`config.mk`:
```
export PLATFORM = sky130hd
export DESIGN_NAME = rkde_ctrl
export DESIGN_NICKNAME = d
export VERILOG_FILES = /design/src/rtl/core/rkde_pkg.sv /design/src/rtl/core/rkde_ctrl.sv
export SDC_FILE = /design/constraint.sdc
export NUM_CORES = 1
export LEC_CHECK = 0
export BUFFER_PORTS_ARGS = -buffer_cell sky130_fd_sc_hd__buf_2
export CORE_AREA = 2 2 39 41
export CTS_CLUSTER_DIAMETER = 200
export DETAILED_ROUTE_END_ITERATION = 10
export DIE_AREA = 0 0 41 43
export HOLD_SLACK_MARGIN = 0.12
export SLEW_MARGIN = 20
export SYNTH_ARGS = -nofsm -noshare
export SYNTH_HDL_FRONTEND = slang
export SYNTH_SLANG_ARGS = --single-unit
```
`constraint.sdc`:
```
create_clock -name clk_i -period 1.6 [get_ports clk_i]
set_clock_uncertainty 0.15 [all_clocks]
set_input_delay 0.4 -clock clk_i [delete_from_list [all_inputs] [get_ports clk_i]]
set_output_delay 0.4 -clock clk_i [all_outputs]
set_load 0.05 [all_outputs]
```
`src/rtl/core/rkde_pkg.sv`:
```
// Package for the signal strength distance estimator: types, constants and
// the power-of-two fraction table. No dependencies.
`timescale 1ns / 1ps
`default_nettype none
package rkde_pkg;

  localparam int unsigned ExpTableBits = 6;
  localparam int unsigned TabSize      = 1 << ExpTableBits;

  localparam logic [14:0] DistMin = 15'd102;
  localparam logic [14:0] DistMax = 15'd30720;

  // Register indexes
  localparam logic [2:0] RegRssiQ  = 3'd0;
  localparam logic [2:0] RegRssiR  = 3'd1;
  localparam logic [2:0] RegDistQ  = 3'd2;
  localparam logic [2:0] RegDistR  = 3'd3;
  localparam logic [2:0] RegSlope  = 3'd4;

  typedef enum logic [3:0] {
    ST_IDLE,
    ST_RSSI_PRED,
    ST_RSSI_DIV,
    ST_RSSI_MUL,
    ST_RSSI_UPD,
    ST_PATH_MUL,
    ST_PATH_EXP,
    ST_DIST_PRED,
    ST_DIST_DIV,
    ST_DIST_MUL,
    ST_DIST_UPD,
    ST_OUT
  } rkde_state_e;

  // Commands from the controller to the datapath
  typedef struct packed {
    logic load;       // capture sample
    logic recal;      // copy estimate into reference power
    logic pred;       // predict covariance for current filter
    logic div_start;  // launch gain division
    logic mul;        // form gain products
    logic upd;        // write back estimate and covariance
    logic path_mul;   // form exponent
    logic path_exp;   // table lookup and shift
    logic sel_dist;   // 1: distance filter
    logic out_load;   // load output register
  } rkde_cmd_t;

  typedef struct packed {
    logic div_done;
  } rkde_sts_t;

  typedef logic [TabSize-1:0][31:0] pow_tab_t;

  // Floor integer square root of a 64-bit word
  function automatic logic [63:0] isqrt64(input logic [63:0] v);
    logic [63:0] res;
    logic [63:0] rem;
    logic [63:0] bitv;
    res  = '0;
    rem  = v;
    bitv = 64'd1 << 62;
    while (bitv > rem) bitv = bitv >> 2;
    while (bitv != '0) begin
      if (rem >= res + bitv) begin
        rem = rem - (res + bitv);
        res = (res >> 1) + bitv;
      end else begin
        res = res >> 1;
      end
      bitv = bitv >> 2;
    end
    return res;
  endfunction

  // 2^(i/TabSize) in Q2.30, built from a chain of square roots of two
  function automatic pow_tab_t build_pow_tab();
    logic [10:0][63:0] roots;
    pow_tab_t          tab;
    logic [63:0]       acc;
    int unsigned       h;
    roots    = '0;
    tab      = '0;
    roots[0] = 64'd2 << 30;
    roots[1] = isqrt64(64'd2 << 60);
    for (int unsigned j = 2; j <= 10; j++) roots[j] = isqrt64(roots[j-1] << 30);
    tab[0] = 32'd1 << 30;
    for (int unsigned i = 1; i < TabSize; i++) begin
      h = 0;
      while ((i >> (h + 1)) != 0) h++;
      acc    = 64'(tab[i - (1 << h)]) * roots[ExpTableBits - h] + (64'd1 << 29);
      tab[i] = acc[61:30];
    end
    return tab;
  endfunction

  localparam pow_tab_t PowTab = build_pow_tab();

  // Fraction table lookup
  function automatic logic [31:0] pow_tab(input logic [ExpTableBits-1:0] i);
    return PowTab[i];
  endfunction

endpackage
`default_nettype wire

```
`src/rtl/core/rkde_ctrl.sv`:
```
// Controller state machine sequencing both filters and the path-loss step.
// Depends on rkde_pkg.
`timescale 1ns / 1ps
`default_nettype none
module rkde_ctrl
  import rkde_pkg::*;
(
  input  wire logic      clk_i,
  input  wire logic      rst_ni,
  input  wire logic      in_valid_i,
  output logic           in_ready_o,
  input  wire logic      mode_i,
  input  wire logic      zero_i,
  output logic           out_valid_o,
  input  wire logic      out_ready_i,
  output rkde_cmd_t      cmd_o,
  input  wire rkde_sts_t sts_i
);
  rkde_state_e state_q, state_d;
  logic        ov_q, ov_d;
  logic        acc;
  logic        start_q;

  assign acc        = in_valid_i && in_ready_o;
  assign in_ready_o = (state_q == ST_IDLE);
  assign out_valid_o = ov_q;

  // Next state
  always_comb begin
    state_d = state_q;
    case (state_q)
      ST_IDLE:      if (acc && !mode_i && !zero_i) state_d = ST_RSSI_PRED;
      ST_RSSI_PRED: state_d = ST_RSSI_DIV;
      ST_RSSI_DIV:  if (sts_i.div_done) state_d = ST_RSSI_MUL;
      ST_RSSI_MUL:  state_d = ST_RSSI_UPD;
      ST_RSSI_UPD:  state_d = ST_PATH_MUL;
      ST_PATH_MUL:  state_d = ST_PATH_EXP;
      ST_PATH_EXP:  state_d = ST_DIST_PRED;
      ST_DIST_PRED: state_d = ST_DIST_DIV;
      ST_DIST_DIV:  if (sts_i.div_done) state_d = ST_DIST_MUL;
      ST_DIST_MUL:  state_d = ST_DIST_UPD;
      ST_DIST_UPD:  state_d = (ov_q && !out_ready_i) ? ST_OUT : ST_IDLE;
      ST_OUT:       if (!ov_q || out_ready_i) state_d = ST_DIST_UPD;
      default:      state_d = ST_IDLE;
    endcase
  end

  // Commands; launch the divider on the first cycle of each division state
  always_comb begin
    cmd_o = '0;
    case (state_q)
      ST_IDLE: begin
        cmd_o.load  = acc && !mode_i;
        cmd_o.recal = acc && mode_i;
      end
      ST_RSSI_PRED: begin
        cmd_o.pred = 1'b1;
      end
      ST_RSSI_DIV: cmd_o.div_start = start_q;
      ST_RSSI_MUL: cmd_o.mul = 1'b1;
      ST_RSSI_UPD: cmd_o.upd = 1'b1;
      ST_PATH_MUL: cmd_o.path_mul = 1'b1;
      ST_PATH_EXP: cmd_o.path_exp = 1'b1;
      ST_DIST_PRED: begin
        cmd_o.pred     = 1'b1;
        cmd_o.sel_dist = 1'b1;
      end
      ST_DIST_DIV: begin
        cmd_o.sel_dist  = 1'b1;
        cmd_o.div_start = start_q;
      end
      ST_DIST_MUL: begin
        cmd_o.mul      = 1'b1;
        cmd_o.sel_dist = 1'b1;
      end
      ST_DIST_UPD: begin
        cmd_o.sel_dist = 1'b1;
        cmd_o.upd      = !ov_q || out_ready_i;
        cmd_o.out_load = !ov_q || out_ready_i;
      end
      ST_OUT: cmd_o.sel_dist = 1'b1;
      default: ;
    endcase
  end

  // Output valid
  always_comb begin
    ov_d = ov_q;
    if (ov_q && out_ready_i) ov_d = 1'b0;
    if (state_q == ST_DIST_UPD && (!ov_q || out_ready_i)) ov_d = 1'b1;
  end

  always_ff @(posedge clk_i or negedge rst_ni) begin
    if (!rst_ni) begin
      state_q <= ST_IDLE;
      ov_q    <= 1'b0;
      start_q <= 1'b0;
    end else begin
      state_q <= state_d;
      ov_q    <= ov_d;
      start_q <= (state_q == ST_RSSI_PRED || state_q == ST_DIST_PRED);
    end
  end
endmodule
`default_nettype wire

```
# Word level (Yosys, flattened, before mapping)
# Index checks and enable logic that the tools add are counted.
dict set report op_classes {
  eq_ne 15
  muxes 17
  reduce_logical 20
}
# op n
set ops {}
lappend ops {{$pmux W4 S12} 1}
lappend ops {{$mux W4} 5}
lappend ops {{$eq A4 B3 Y1 const B} 4}
lappend ops {{$eq A4 B4 Y1 const B} 4}
lappend ops {{$mux W1} 9}
lappend ops {{$eq A4 B2 Y1 const B} 2}
lappend ops {{$logic_and A1 B1 Y1} 7}
lappend ops {{$ne A2 B2 Y1 const B} 3}
lappend ops {{$reduce_or A2 Y1} 3}
lappend ops {{$reduce_or A5 Y1} 1}
lappend ops {{$eq A4 B1 Y1 const B} 1}
lappend ops {{$logic_not A1 Y1} 4}
lappend ops {{$logic_not A4 Y1} 1}
lappend ops {{$reduce_and A4 Y1} 1}
lappend ops {{$logic_or A1 B1 Y1} 2}
lappend ops {{$mux W2} 1}
lappend ops {{$ne A2 B1 Y1 const B} 1}
lappend ops {{$pmux W1 S2} 1}
lappend ops {{$reduce_bool A2 Y1} 1}
dict set report word_totals {
  reg_bits 6
  in_bits 7
  output_inout_bits 12
  elab_cells 55
}

# Longest topological paths before layout
dict set report depth {
  ltp_word 6
  ltp_mapped 4
  depth_no_buf 3
}

# Least setup slack after synthesis
# No wires, ideal clock.
dict set report synth_timing {
  path_type {reg2out}
  from {register state_q[3]}
  to {output port cmd_o[6] in the netlist's numbering}
  arrival_time_ns 2.269
  required_time_ns 1.050
  slack_ns -1.219
  stages_incl_launch_ff 4
  path_buffers 1
  cell_sequence {dfrtp_1 -> buf_6 -> xnor2_2 -> nor4b_1}
}
# item line_no
set synth_rtl {}
lappend synth_rtl {{start: declaration} rkde_ctrl.sv:19} ;# rkde_state_e state_q, state_d;
lappend synth_rtl {{start signal: assignment} rkde_ctrl.sv:99} ;# state_q <= state_d;
lappend synth_rtl {{end: declaration} rkde_ctrl.sv:16} ;# output rkde_cmd_t cmd_o,

==> metrics.sh <==
FINAL-SETUP-VIOL-COUNT=11
TIMING.REG2REG.WORST_PATH_DEPTH=5
CRITICAL_PATH.STARTPOINT_TYPE='flop'
SYNTHDOMINANTAREACELLTYPE='sky130_fd_sc_hd__dfrtp_1'
CTS_MADE_BUFFERS=3
NETLIST_TOP_CELLS_AREA='sky130_fd_sc_hd__dfrtp_1 33%, sky130_fd_sc_hd__buf_6 7.4%, sky130_fd_sc_hd__nor3_1 5.5%, sky130_fd_sc_hd__o31ai_1 4.9%, sky130_fd_sc_hd__nor4_4 4.6%'
PLACED_CELLS_INCL_TAPS=98
CLOCK_TREE.BUFFER_DEPTH=2
ASYNC_FLOP_SHARE=1.00
TIMING.CRITICAL_PATH.REQUIRED_NS=1.05
NUM_ROWS=14
DRT_DRC_VIOLATIONS_LEFT=0
CRIT_FANOUT=6
CORE-AREA_SQ_UM=1380
POST-SYNTH-TOP-COUNT-CELL='sky130_fd_sc_hd__dfrtp_1'
CTS.SINKS=6
YOSYSUNIQUECELLTYPES=24
CP.BUFFERS_INVERTERS=1
MIN_PERIOD_OVER_PERIOD=1.25
LATEST_CLOCK_ARRIVAL_WITHIN_THE_WORST_SKEW_PAIR_NS=0.25
GP_CONGESTION=0.771
PLACE_HPWL_UM=935
ROUTE.DETAILED.VIAS_PER_INST=5.00
LAYOUT.CELLS.NON_FILLER=113
TRITONCTS='built'
STATUS='finished with violations'
DIE_Y_UM=43
FINALPOWER_mW=2.48
ROUTE.FINAL.WIRE_LENGTH_MM=1.61
POWER.STATIC_LEAKAGE_nW=0.466
RSZ0062_AT_GRT='true'
WORSTSETUPPATHTYPE='reg2out'
SYNTH_FF_TYPE='sky130_fd_sc_hd__dfrtp_1'
HOLD_VIOLATIONS=0
R2R-END='state_q[0]'
SYNTH_TOP_CELL_AREA_SHARE=0.328
MAX_CAP_VIOLATIONS=0
FINALNETCOUNT=106
FLOORPLAN.DIE.WIDTH_UM=41
SYN2LAYOUT_AREA_GROWTH_PCT=114
CP_TOP_FAMILY='simple AND/OR/NAND/NOR gates'
DRTANTENNAVIOLNETS=0
IO_PINS=19
MAX_FREQ_GHz=0.501
TIMING_WORST_SLEW_PIN_VALUE_NS=0.408
REPORT.FINAL.SLEW_VIOL_COUNT=0
WORSTPATHCELLLIST='nor4_4 > nand2_1 > nor2_4 > buf_6'
DIE-AREA_SQ_UM=1760
SYN_NETS=58
INITIAL_ANTENNA_VIOLATION_COUNT=0
SLOWEST_STAGE='sky130_fd_sc_hd__dfrtp_2'
FAILING_CHECKS='negative setup slack'
LAYOUT-DRIVE-GT1-SHARE=0.742
GRT_PASS1_WL_MM=2.23
P_PER_AREA_nW_PER_UM2=2530
FINISH.UTILIZATION=0.709
SYN-INSTANCE-COUNT=51
CLOCK_TREE_ROOT_BUFFER_CELL='sky130_fd_sc_hd__clkbuf_4'
CP_DATA_ARRIVAL_TIME_NS=1.45
FLOORPLAN.INITIALDENSITY=0.331
NUMBER_OF_GLOBAL_ROUTE_VIAS_BEFORE_REPAIR=528
GRT_START_MAX_NET_PINS=7
SYNTH.YOSYS.SEQ_AREA_SHARE=0.328
WORST_SLACK_NS=-0.395
IR_DROP_uV=1560
TIMING.CRITICAL_PATH.SLOWEST_CELL_DELAY_NS=0.48
AVGROUTEDWIREPERCELL_UM=14.3
END_KIND='primary output'
FIRST_PASS_DETAILED_ROUTE_ITERATION_TOTAL=4
REG2REG_SLACK_NS=0.01
SYNTH_AREA_SQ_UM=458
NUM_VIAS=565
SLEW_HEADROOM=0.721
GR-USAGE-ALL-LAYERS=0.192
INSERTEDDIODECOUNT=0
GLOBALROUTE.TOTALOVERFLOW=0
YS_TOP_CELLS_BY_COUNT='6 x sky130_fd_sc_hd__dfrtp_1, 5 x sky130_fd_sc_hd__nor2_1, 5 x sky130_fd_sc_hd__nor3_1, 4 x sky130_fd_sc_hd__nand2_1, 4 x sky130_fd_sc_hd__o21ai_0'
DR.FIRST_ITER.DRC_COUNT=5
REGISTER_BIT_COUNT_REPORTED_BY_YOSYS=6
WORST_SETUP_HOLD_PATH_CLK_SLEW_NS=0.04
SETUP-TNS-FINAL_NS=-3.42
SYNTHESIS.YOSYS.WARNINGS=0
HOLDCRITPATHCLASS='in2async'
BUFFER_PORTS.INSERTED=18
SYNTH_EDF_COUNT=0
SYNTHESIS.AREA_PER_INSTANCE_SQ_UM=8.98
TIMING.RR.START='state_q[2]'
CTS_HTREE_LEVELS=1
POST_LAYOUT_MIN_PERIOD_NS=2.00
## layout by cell type, fill, tap and decap left out, types with 2 or more instances in the layout
cell and instances:
sky130_fd_sc_hd__buf_6 16, sky130_fd_sc_hd__nand2_1 3, sky130_fd_sc_hd__nand2b_4 2, sky130_fd_sc_hd__a21o_1 2, sky130_fd_sc_hd__nor3_4 2, sky130_fd_sc_hd__dfrtp_2 5
sky130_fd_sc_hd__nor2_1 3, sky130_fd_sc_hd__nor3_2 3, sky130_fd_sc_hd__a21oi_1 2, sky130_fd_sc_hd__nor2_4 2, sky130_fd_sc_hd__buf_2 7, sky130_fd_sc_hd__o21ai_0 3
sky130_fd_sc_hd__buf_8 2, sky130_fd_sc_hd__buf_4 20, sky130_fd_sc_hd__xor2_1 2, sky130_fd_sc_hd__o31ai_1 3, sky130_fd_sc_hd__clkbuf_4 3
## worst reg2reg max path: cells and delay by family, from the launching register on
family	cells	cell delay, ns
buffers and inverters	2	0.25
and+or+nand+nor	2	0.52
AOI/OAI and AO/OA	1	0.08
DFF	1	0.48
## state kept, by name, summed over array words and instances, names as in the netlist
register,cells
out_valid_o,1
start_q,1
state_q,4
## power by group
part,total [mW],internal [mW],switching (mW)
logic,1.96,0.972,0.991
registers,0.377,0.229,0.148
clock network,0.141,0.0849,0.0557
## final cells by class
type,count,area (sq um)
multi-input combinational,39,347
tap,16,20.0
fill,114,403
inverter,2,10.0
timing repair buffer,47,425
clock buffer,3,22.5
sequential,6,156
## layer usage
metal / share of wire / routed length [um] / track usage / up-vias
li1: - / - / - / 271
met1: 0.35 / 570 / 0.197 / 257
met2: 0.54 / 870 / 0.328 / 27
met3: 0.062 / 100 / 0.0995 / 10
met4: 0.043 / 70 / 0.0400 / 0
met5: 0 / 0 / 0 / -
## worst max path at each step
stage	depth (start not counted)	slack [ns]	endpoint	startpoint
2_1_floorplan	4	-0.66	cmd_o[9]	state_q[3]
3_3_place_gp	4	-0.27	cmd_o[4]	state_q[3]
3_5_place_dp	4	-0.28	cmd_o[4]	state_q[3]
5_1_grt	4	-0.47	cmd_o[9]	state_q[1]
4_1_cts	4	-0.36	cmd_o[9]	state_q[1]
6_report	4	-0.40	cmd_o[9]	state_q[1]
## timing repair
action / 4_1_cts / 5_1_grt
cloned: 0 / 0
hold buffers: 1 / 0
pin swaps: 5 / 2
hold endpoints to repair: 6 / 0
endpoints found under the setup margin: 11 / 12
buffers inserted: 9 / 3
resized for setup: 28 / 11
## stage by stage
stage / setup slack [ns] / cell area (sq um) / hold slack, ns
finish: -0.395 / 981 / 0.360
global route: -0.466 / 981 / 0.374
CTS: -0.364 / 925 / 0.359
detailed placement: -0.284 / 732 / 0.0827
global placement: -0.271 / 732 / 0.0790
floorplan: -0.656 / 536 / -0.0456
## cell families after synthesis
kind of cell | after synthesis | synth area share
flip-flops | 6 | 0.328
AO/OA/AOI/OAI | 13 | 0.183
buffers and inverters | 6 | 0.107
AND/OR/NAND/NOR | 23 | 0.309
XOR/XNOR | 3 | 0.0738
Note: power is estimated with default switching activity, not from simulation.
