File: src/rtl/core/rkde_pkg.sv
// Package for the signal strength distance estimator: types, constants and
// the power-of-two fraction table. No dependencies.
`timescale 1ns / 1ps
`default_nettype none
package rkde_pkg;

  localparam int unsigned ExpTableBits = 6;
  localparam int unsigned TabSize      = 1 << ExpTableBits;

  localparam logic [14:0] DistMin = 15'd102;
  localparam logic [14:0] DistMax = 15'd30720;

  // Register indexes
  localparam logic [2:0] RegRssiQ  = 3'd0;
  localparam logic [2:0] RegRssiR  = 3'd1;
  localparam logic [2:0] RegDistQ  = 3'd2;
  localparam logic [2:0] RegDistR  = 3'd3;
  localparam logic [2:0] RegSlope  = 3'd4;

  typedef enum logic [3:0] {
    ST_IDLE,
    ST_RSSI_PRED,
    ST_RSSI_DIV,
    ST_RSSI_MUL,
    ST_RSSI_UPD,
    ST_PATH_MUL,
    ST_PATH_EXP,
    ST_DIST_PRED,
    ST_DIST_DIV,
    ST_DIST_MUL,
    ST_DIST_UPD,
    ST_OUT
  } rkde_state_e;

  // Commands from the controller to the datapath
  typedef struct packed {
    logic load;       // capture sample
    logic recal;      // copy estimate into reference power
    logic pred;       // predict covariance for current filter
    logic div_start;  // launch gain division
    logic mul;        // form gain products
    logic upd;        // write back estimate and covariance
    logic path_mul;   // form exponent
    logic path_exp;   // table lookup and shift
    logic sel_dist;   // 1: distance filter
    logic out_load;   // load output register
  } rkde_cmd_t;

  typedef struct packed {
    logic div_done;
  } rkde_sts_t;

  typedef logic [TabSize-1:0][31:0] pow_tab_t;

  // Floor integer square root of a 64-bit word
  function automatic logic [63:0] isqrt64(input logic [63:0] v);
    logic [63:0] res;
    logic [63:0] rem;
    logic [63:0] bitv;
    res  = '0;
    rem  = v;
    bitv = 64'd1 << 62;
    while (bitv > rem) bitv = bitv >> 2;
    while (bitv != '0) begin
      if (rem >= res + bitv) begin
        rem = rem - (res + bitv);
        res = (res >> 1) + bitv;
      end else begin
        res = res >> 1;
      end
      bitv = bitv >> 2;
    end
    return res;
  endfunction

  // 2^(i/TabSize) in Q2.30, built from a chain of square roots of two
  function automatic pow_tab_t build_pow_tab();
    logic [10:0][63:0] roots;
    pow_tab_t          tab;
    logic [63:0]       acc;
    int unsigned       h;
    roots    = '0;
    tab      = '0;
    roots[0] = 64'd2 << 30;
    roots[1] = isqrt64(64'd2 << 60);
    for (int unsigned j = 2; j <= 10; j++) roots[j] = isqrt64(roots[j-1] << 30);
    tab[0] = 32'd1 << 30;
    for (int unsigned i = 1; i < TabSize; i++) begin
      h = 0;
      while ((i >> (h + 1)) != 0) h++;
      acc    = 64'(tab[i - (1 << h)]) * roots[ExpTableBits - h] + (64'd1 << 29);
      tab[i] = acc[61:30];
    end
    return tab;
  endfunction

  localparam pow_tab_t PowTab = build_pow_tab();

  // Fraction table lookup
  function automatic logic [31:0] pow_tab(input logic [ExpTableBits-1:0] i);
    return PowTab[i];
  endfunction

endpackage
`default_nettype wire

File: src/rtl/core/rkde_div.sv
// Restoring divider, one quotient bit a cycle: 32-bit dividend over 18-bit
// divisor, 17-bit quotient. Depends on rkde_pkg.
`timescale 1ns / 1ps
`default_nettype none
module rkde_div
  import rkde_pkg::*;
(
  input  wire logic        clk_i,
  input  wire logic        rst_ni,
  input  wire logic        start_i,
  input  wire logic [15:0] num_i,
  input  wire logic [17:0] den_i,
  output logic             done_o,
  output logic [16:0]      quo_o
);
  logic [5:0]  cnt_q, cnt_d;
  logic        busy_q, busy_d;
  logic [18:0] rem_q, rem_d;
  logic [32:0] sh_q, sh_d;   // dividend bits shifting out, quotient in
  logic [17:0] den_q, den_d;
  logic [18:0] trial;

  assign trial = {rem_q[17:0], sh_q[32]};

  // Shift one dividend bit in and subtract where it fits
  always_comb begin
    cnt_d  = cnt_q;
    busy_d = busy_q;
    rem_d  = rem_q;
    sh_d   = sh_q;
    den_d  = den_q;
    done_o = 1'b0;
    if (start_i) begin
      busy_d = 1'b1;
      cnt_d  = 6'd0;
      rem_d  = '0;
      sh_d   = {num_i, 16'd0, 1'b0};
      den_d  = den_i;
    end else if (busy_q) begin
      if (trial >= {1'b0, den_q}) begin
        rem_d = trial - {1'b0, den_q};
        sh_d  = {sh_q[31:0], 1'b1};
      end else begin
        rem_d = trial;
        sh_d  = {sh_q[31:0], 1'b0};
      end
      cnt_d = cnt_q + 6'd1;
      if (cnt_q == 6'd32) begin
        busy_d = 1'b0;
        done_o = 1'b1;
        rem_d  = rem_q;
        sh_d   = sh_q;
      end
    end
  end

  assign quo_o = (den_q == '0) ? 17'd0 : sh_q[16:0];

  always_ff @(posedge clk_i or negedge rst_ni) begin
    if (!rst_ni) begin
      busy_q <= 1'b0;
      cnt_q  <= '0;
    end else begin
      busy_q <= busy_d;
      cnt_q  <= cnt_d;
    end
  end

  always_ff @(posedge clk_i) begin
    rem_q <= rem_d;
    sh_q  <= sh_d;
    den_q <= den_d;
  end
endmodule
`default_nettype wire

File: src/rtl/core/rkde_datapath.sv
// Datapath: filter state, configuration registers, Kalman arithmetic and
// path-loss exponent. Depends on rkde_pkg and rkde_div.
`timescale 1ns / 1ps
`default_nettype none
module rkde_datapath
  import rkde_pkg::*;
(
  input  wire logic        clk_i,
  input  wire logic        rst_ni,
  input  wire rkde_cmd_t   cmd_i,
  output rkde_sts_t        sts_o,
  input  wire logic [7:0]  rssi_dbm_i,
  input  wire logic        cfg_we_i,
  input  wire logic [2:0]  cfg_idx_i,
  input  wire logic [15:0] cfg_data_i,
  output logic [15:0]      smooth_rssi_o,
  output logic [14:0]      distance_o
);
  logic [15:0] rq_q, rr_q, dq_q, dr_q, slope_q;
  logic signed [15:0] rx_q, dx_q, ref_q;
  logic [15:0] rp_q, dp_q;
  logic signed [16:0] z_q;
  logic [15:0] p1_q;
  logic [16:0] k_q;
  logic signed [35:0] prod_q;
  logic [33:0] pprod_q;
  logic signed [40:0] t_q;
  logic [15:0] smooth_q;

  logic [16:0] p1_sum;
  logic [16:0] qsel, rsel;
  logic signed [16:0] xsel;
  logic [15:0] psel;
  logic [16:0] quo;
  logic        div_done;
  logic [35:0] mag;
  logic [19:0] rnd;
  logic signed [16:0] xnew;
  logic [17:0] pnew;
  logic signed [17:0] dpow;
  logic [4:0]  n;
  logic [62:0] dwide;
  logic [32:0] draw;
  logic [14:0] dclamp;

  assign qsel = {1'b0, cmd_i.sel_dist ? dq_q : rq_q};
  assign rsel = {1'b0, cmd_i.sel_dist ? dr_q : rr_q};
  assign xsel = cmd_i.sel_dist ? 17'(dx_q) : 17'(rx_q);
  assign psel = cmd_i.sel_dist ? dp_q : rp_q;
  assign p1_sum = {1'b0, psel} + qsel;

  rkde_div u_div (
    .clk_i  (clk_i),
    .rst_ni (rst_ni),
    .start_i(cmd_i.div_start),
    .num_i  (p1_q),
    .den_i  ({2'b0, p1_q} + {1'b0, rsel}),
    .done_o (div_done),
    .quo_o  (quo)
  );
  assign sts_o.div_done = div_done;

  // Round the gain product half away from zero
  assign mag  = prod_q[35] ? 36'(-prod_q) : 36'(prod_q);
  assign rnd  = 20'((mag + 36'd32768) >> 16);
  assign xnew = prod_q[35] ? xsel - 17'(rnd) : xsel + 17'(rnd);
  assign pnew = 18'((pprod_q + 34'd32768) >> 16);

  // Power of two from the exponent word
  assign dpow  = 18'(ref_q) - 18'(signed'(smooth_q));
  assign n     = t_q[28:24];
  assign dwide = 63'({pow_tab(t_q[23:24-ExpTableBits]), 31'd0} >> (5'd31 - n));
  assign draw  = 33'((dwide + (63'd1 << 29)) >> 30);
  always_comb begin
    if (smooth_q[15] == 1'b0 || t_q < 0) dclamp = DistMin;
    else if (t_q >= 41'sd251658240) dclamp = DistMax;
    else if (draw < 33'(DistMin)) dclamp = DistMin;
    else if (draw > 33'(DistMax)) dclamp = DistMax;
    else dclamp = draw[14:0];
  end

  // Configuration and filter state
  always_ff @(posedge clk_i or negedge rst_ni) begin
    if (!rst_ni) begin
      rq_q    <= 16'd82;
      rr_q    <= 16'd16384;
      dq_q    <= 16'd41;
      dr_q    <= 16'd1229;
      slope_q <= 16'd9071;
      rx_q    <= -16'sd15360;
      rp_q    <= 16'd4096;
      dx_q    <= 16'sd1024;
      dp_q    <= 16'd4096;
      ref_q   <= -16'sd14080;
    end else begin
      if (cfg_we_i) begin
        case (cfg_idx_i)
          RegRssiQ: rq_q    <= cfg_data_i;
          RegRssiR: rr_q    <= cfg_data_i;
          RegDistQ: dq_q    <= cfg_data_i;
          RegDistR: dr_q    <= cfg_data_i;
          RegSlope: slope_q <= cfg_data_i;
          default: ;
        endcase
      end
      if (cmd_i.recal) ref_q <= rx_q;
      if (cmd_i.upd) begin
        if (cmd_i.sel_dist) begin
          dx_q <= xnew[15:0];
          dp_q <= pnew[15:0];
        end else begin
          rx_q <= xnew[15:0];
          rp_q <= pnew[15:0];
        end
      end
    end
  end

  // Working registers
  always_ff @(posedge clk_i) begin
    if (cmd_i.load) z_q <= 17'(signed'(rssi_dbm_i)) <<< 8;
    if (cmd_i.pred) p1_q <= p1_sum[16] ? 16'hFFFF : p1_sum[15:0];
    if (div_done) k_q <= quo;
    if (cmd_i.mul) begin
      prod_q  <= signed'({19'd0, k_q}) * (36'(z_q) - 36'(xsel));
      pprod_q <= 34'(17'h10000 - k_q) * 34'(p1_q);
    end
    if (cmd_i.upd && !cmd_i.sel_dist) smooth_q <= xnew[15:0];
    if (cmd_i.path_mul) t_q <= 41'(dpow) * signed'({25'd0, slope_q}) + 41'sd167772160;
    if (cmd_i.path_exp) z_q <= 17'(dclamp);
    if (cmd_i.out_load) begin
      smooth_rssi_o <= smooth_q;
      distance_o    <= xnew[14:0];
    end
  end
endmodule
`default_nettype wire

File: config.mk
export PLATFORM = sky130hd
export DESIGN_NAME = rkde_datapath
export DESIGN_NICKNAME = d
export VERILOG_FILES = /design/src/rtl/core/rkde_pkg.sv /design/src/rtl/core/rkde_div.sv /design/src/rtl/core/rkde_datapath.sv
export SDC_FILE = /design/constraint.sdc
export NUM_CORES = 2
export LEC_CHECK = 0
export BUFFER_PORTS_ARGS = -buffer_cell sky130_fd_sc_hd__buf_2
export CORE_ASPECT_RATIO = 0.75
export CORE_UTILIZATION = 40
export DETAILED_ROUTE_END_ITERATION = 10
export HOLD_SLACK_MARGIN = 0.03
export SETUP_SLACK_MARGIN = 0.1
export SYNTH_ARGS = -nofsm -noshare
export SYNTH_HDL_FRONTEND = slang
export SYNTH_SLANG_ARGS = --single-unit
File: constraint.sdc
create_clock -name clk_i -period 20.7 [get_ports clk_i]
set_clock_uncertainty 0.1 [all_clocks]
set_input_delay 2.07 -clock clk_i [delete_from_list [all_inputs] [get_ports clk_i]]
set_output_delay 2.07 -clock clk_i [all_outputs]
set_load 0.01 [all_outputs]
Yosys cells after proc, flatten, opt, wreduce, memory -nomap -nowiden
Memories as Yosys holds them, arrays and structs flattened. A register that Yosys moved wholly into a read port is not among the register bits.
Index checks and enable logic that the tools add are counted.
- register bits after elaboration: 441
- logic and storage cells: 104
- memory bits (read-only): 2048
- memories kept: 1
- input port bits: 40
- output and inout port bits: 32
- reductions and logical operators: 16
- multiply operators: 3
- shift operators: 1
- $lt $le $gt $ge: 6
- bitwise operators: 3
- add/subtract/negate cells: 15
- mux-type cells: 27
- equality and inequality tests: 6
- memories (memory ; depth ; bits a word ; read ports ; clocked after memory_dff ; wr ports ; RTL line ; text):
    (name not given) ; 64 ; 32 ; 1 ; 1 ; 0 ; rkde_pkg.sv:101 ; return PowTab[i];
- operators with widths (kind ; number):
    $mux 33 ; 3
    $mux 15 ; 6
    $add 32x16->32 const B ; 2
    $mux 16 ; 4
    $mux 32 ; 2
    $add 63x30->63 const B ; 1
    $shr 63x5->63 ; 1
    $ge 41x29->1 const B ; 1
    $lt 41x1->1 const B ; 1
    $mul 18x18->36 ; 1
    $add 34x29->35 const B ; 1
    $add 16x16->17 ; 2
    $mul 17x17->34 ; 1
    $gt 33x15->1 const B ; 1
    $lt 33x7->1 const B ; 1
    $mul 18x17->32 ; 1
    $neg 32->32 ; 1
    $ge 19x18->1 ; 1
    $logic_not 18->1 ; 1
    $mux 18 ; 1
    $mux 6 ; 3
    $reduce_and 2->1 ; 9
    $sub 16x17->18 ; 1
    $sub 17x17->18 const A ; 1
    other kinds (20) ; 30

Longest topological paths before layout
- word-level depth: 10
- mapped depth: 43
- depth with buffers taken out: 42

Cells and area by module
From an unflattened synthesis, not the netlist that was laid out.
- cells, all modules: 6488
- area total of the unflattened synthesis: 60058.9 um2
- by module, submodules not included (module ; instances ; cells each ; area an instance (um2) ; seq. area each (um2)):
    rkde_datapath ; 1 ; 6089 ; 56025.0 ; 9529.1
    rkde_div ; 1 ; 399 ; 4033.9 ; 1896.8

Worst setup path before layout
OpenSTA, ideal clock, no wires.
- kind: input -> register
- start: input port cmd_i[1] (netlist name)
- end: register prod_q[35], data pin
- setup slack: 9.180 ns
- setup time: 0.195 ns
- data arrival time: 11.225 ns
- path buffers: 3
- stages: 40
- data required time: 20.405 ns
- path through: clkbuf_1 > clkbuf_1 > mux2i_1 > inv_1 > ha_1 > inv_1 > fa_1 > a21o_1 > a21oi_1 > o21ai_0 > a21oi_1 > nand2b_1 > a21boi_0 > o21ai_0 > a21oi_1 > o311ai_0 > nor2b_1 > xnor2_1 > [4 not listed] > inv_1 > fa_1 > fa_1 > fa_1 > inv_1 > fa_1 > ha_1 > or3_1 > or3_1 > a21oi_1 > o21ai_0 > a32oi_1 > a21oi_1 > a41o_1 > o211a_1 > o21a_1 > o21a_1 > o311ai_0
- word-level cells in the longest chain between the ends: 3
- ends and longest elaborated chain (element ; RTL line ; text):
    from (decl) ; rkde_datapath.sv:10 ; input wire rkde_cmd_t cmd_i,
    $mux 17 ; rkde_datapath.sv:48 ; assign xsel = cmd_i.sel_dist ? 17'(dx_q) : 17'(rx_q);
    $sub 16x17->18 ; rkde_datapath.sv:125 ; prod_q <= signed'({19'd0, k_q}) * (36'(z_q) - 36'(xsel));
    $mul 18x18->36 ; rkde_datapath.sv:125 ;
    to (signal assigned) ; rkde_datapath.sv:125 ;
    to (decl) ; rkde_datapath.sv:25 ; logic signed [35:0] prod_q;
No other way between the ends.
A chain may end at the register's enable or synchronous reset.

==> summary.txt <==
Run status
  – Status: finished clean

Timing
  – Pins Over Slew Limit: 0
  – Final Cycle Share: 0.562
  – Fmax: 85.9 MHz
  – Unrepaired setup endpoints after global routing: false
  – Slack of the critical path: just over 9 ns
  – Setup TNS: 0 ns
  – Slew headroom: 0.220
  – Fin crit period: between 10 and 15 ns
  – Final setup viols: 0
  – Least-Margin Pin Slew: approximately 1.2 ns
  – Final Hold Fails: 0

Clocking
  – Htree depth: 2
  – Worst-Skew Late Latency: roughly 0.63 ns
  – Post-CTS setup buffers: 0
  – Clock Tree Root: clkbuf_16
  – CTS Buf Count: 47
  – Clock sinks: roughly 430
  – Reg clk slew, reported paths: around 0.070 ns
  – CTS-repair resized insts: 0
  – Hold Buf Count CTS: 0
  – CTS tree: done
  – CTS max path bufs: 3

Final layout
  – Cell Count, Final, Fillers Out: approximately 8200
  – Filler Cells Inserted: approximately 14000
  – Commonest cells after routing, fill and taps aside: 1103 x inv_1, 807 x fa_1, 783 x nand2_1, 435 x ha_1, 404 x and2_1
  – Final Core Density: 0.431
  – Synth-to-layout area growth: 6.69%
  – Share of cells above drive strength 1: 0.0865
  – Net count, final: 7547
  – Commonest non-fill, non-tap cell in the layout: inv_1

Route
  – Via count: about 44000
  – DRC viols: 0
  – DRT iter0 DRCs: ~3600
  – Final ANT Viol Nets: 0
  – Detailed Route WL: approximately 160 mm
  – DR vias/cell: around 5.4
  – DRT Pass-1 Iters: 5
  – WL/cell: between 15 and 20 µm

Place
  – Dpl hpwl: about 130 mm
  – Final Wtd Congestion: 0.918
  – PortBufs: around 70
  – Placed cells: 8122
  – Place WS: 8.59 ns

Logic synthesis
  – Cell Area, Synth: 58700 µm²
  – Post-synthesis sequential area ratio: 0.194
  – Synth warn: 0
  – #FFs+latches synth: between 400 and 500
  – Syn nets: 7643
  – Top FF cell, synth: edfxtp_1
  – Synth unique cells: 102
  – Post-synth EDFFs: just under 200
  – Async set-reset flop share out of synthesis: 0.390
  – Mean post-synth cell area: between 9 and 10 µm²
  – Cells after synthesis: ~6400

Global routing
  – Largest net degree at the start of global routing: around 90
  – Antenna violations before repair: 25
  – First-pass GRT wire length: about 260 mm
  – Grt total ovfl: 0
  – Vias in the first global route: between 40000 and 50000
  – Total GRT Usage: 0.219

Die
  – Die area: between 100000 and 150000 µm²
  – Core area: between 100000 and 150000 µm²
  – I/O pin cnt: 72
  – # rows: between 100 and 150
  – Effective utilization at floorplan: 0.404
  – Die span in x: about 440 µm
  – Chip height: 334 µm

Critical path
  – CP Max Fanout: 16
  – CP Data Required Time: ~21 ns
  – Delay-heaviest family, CP: adder cells
  – CP max stage cell: ha_1
  – Worst path max stage delay: between 0.6 and 0.7 ns
  – Crit path kind: reg -> reg
  – Flop2flop setup slack: ~9.1 ns
  – Worst path arrival time: ~12 ns
  – Buf+Inv Stages, Crit Path: 6
  – Crit path launch type: flop
  – Worst setup EP type: flop
  – CP most frequent cell: fa_1

Worst hold path
  – Hold Crit Class: reg -> reg

Job
  – Maximum Capacitance Violations: 0
## cells by family (layout without fill, tap and decap cells)
kind of cell / after synthesis / after routing / share of synthesized area
AND/OR/NAND/NOR: 1905 / 1905 / 0.158
other: 0 / 8 / 0
multiplexers: 271 / 271 / 0.0553
buffers and inverters: 1426 / 1369 / 0.0939
adder cells (fa/ha/maj): 1242 / 1242 / 0.368
AO/OA/AOI/OAI: 866 / 866 / 0.0967
XOR/XNOR: 223 / 223 / 0.0335
flip-flops: 428 / 428 / 0.194
## state kept, by name, summed over array words and instances, names as in the netlist, 17 cells and up, named ones only
| register | cells |
|---|---|
| pprod_q | 17 |
| u_div.sh_q | 33 |
| u_div.rem_q | 18 |
| prod_q | 33 |
| k_q | 17 |
| u_div.den_q | 17 |
| t_q | 17 |
## layer usage
layer  part of all wire  global-route usage
met3              0.073              0.0366
met2               0.41               0.312
met4              0.017              0.0410
met5            0.00036                   0
met1               0.50               0.346
## cell usage after synthesis (42+ instances only)
| master | number | area share |
|---|---|---|
| xor2_1 | 63 | 0.0094 |
| nand2b_1 | 53 | 0.0057 |
| a21o_1 | 42 | 0.0054 |
| fa_1 | 807 | 0.28 |
| nor3_1 | 71 | 0.0061 |
| mux2_2 | 171 | 0.033 |
| edfxtp_1 | 195 | 0.10 |
| nand3_1 | 87 | 0.0074 |
| nor2b_1 | 85 | 0.0091 |
| dfxtp_1 | 66 | 0.023 |
| ha_1 | 435 | 0.093 |
| nand2_1 | 784 | 0.050 |
| and2_1 | 405 | 0.043 |
| a21oi_1 | 184 | 0.016 |
| nor2_1 | 251 | 0.016 |
| mux2i_1 | 74 | 0.013 |
| a31oi_1 | 52 | 0.0055 |
| xnor2_1 | 159 | 0.024 |
| o21ai_0 | 236 | 0.020 |
| dfrtp_1 | 135 | 0.058 |
| clkbuf_1 | 277 | 0.018 |
| inv_1 | 1103 | 0.071 |
## through the flow
stage	hold slack (ns)	cell area [µm²]
6_report	0.361	62600
3_3_place_gp	0.334	61000
2_1_floorplan	0.326	58700
3_5_place_dp	0.340	61000
5_1_grt	0.364	62600
4_1_cts	0.358	62600
## worst paths after layout
check	to	cells after the start	startpoint
max	flop	39	smooth_q[0]
min	smooth_rssi_o[6]	0	smooth_q[6]
max reg2reg	flop	39	smooth_q[0]
min reg2reg	smooth_rssi_o[6]	0	smooth_q[6]
max in group asynchronous	u_div.cnt_q[4]	2	rst_ni
min in group asynchronous	dx_q[9]	1	rst_ni
## final cells by class
class / count / area (µm²) / share of cell area
well taps: 1906 / 2380 / 0.0381
repair buffers: 175 / 1140 / 0.0183
clock inverters: 25 / 282 / 0.00450
multi-input cells: 4507 / 41900 / 0.669
clock buffers: 63 / 1320 / 0.0211
inverters: 1106 / 4150 / 0.0664
diodes: 8 / 20.0 / 0.000320
flip-flops and latches: 428 / 11400 / 0.182
Power is not shown: default switching activity piles up to over one toggle a cycle in this logic, so the estimate is an artifact.
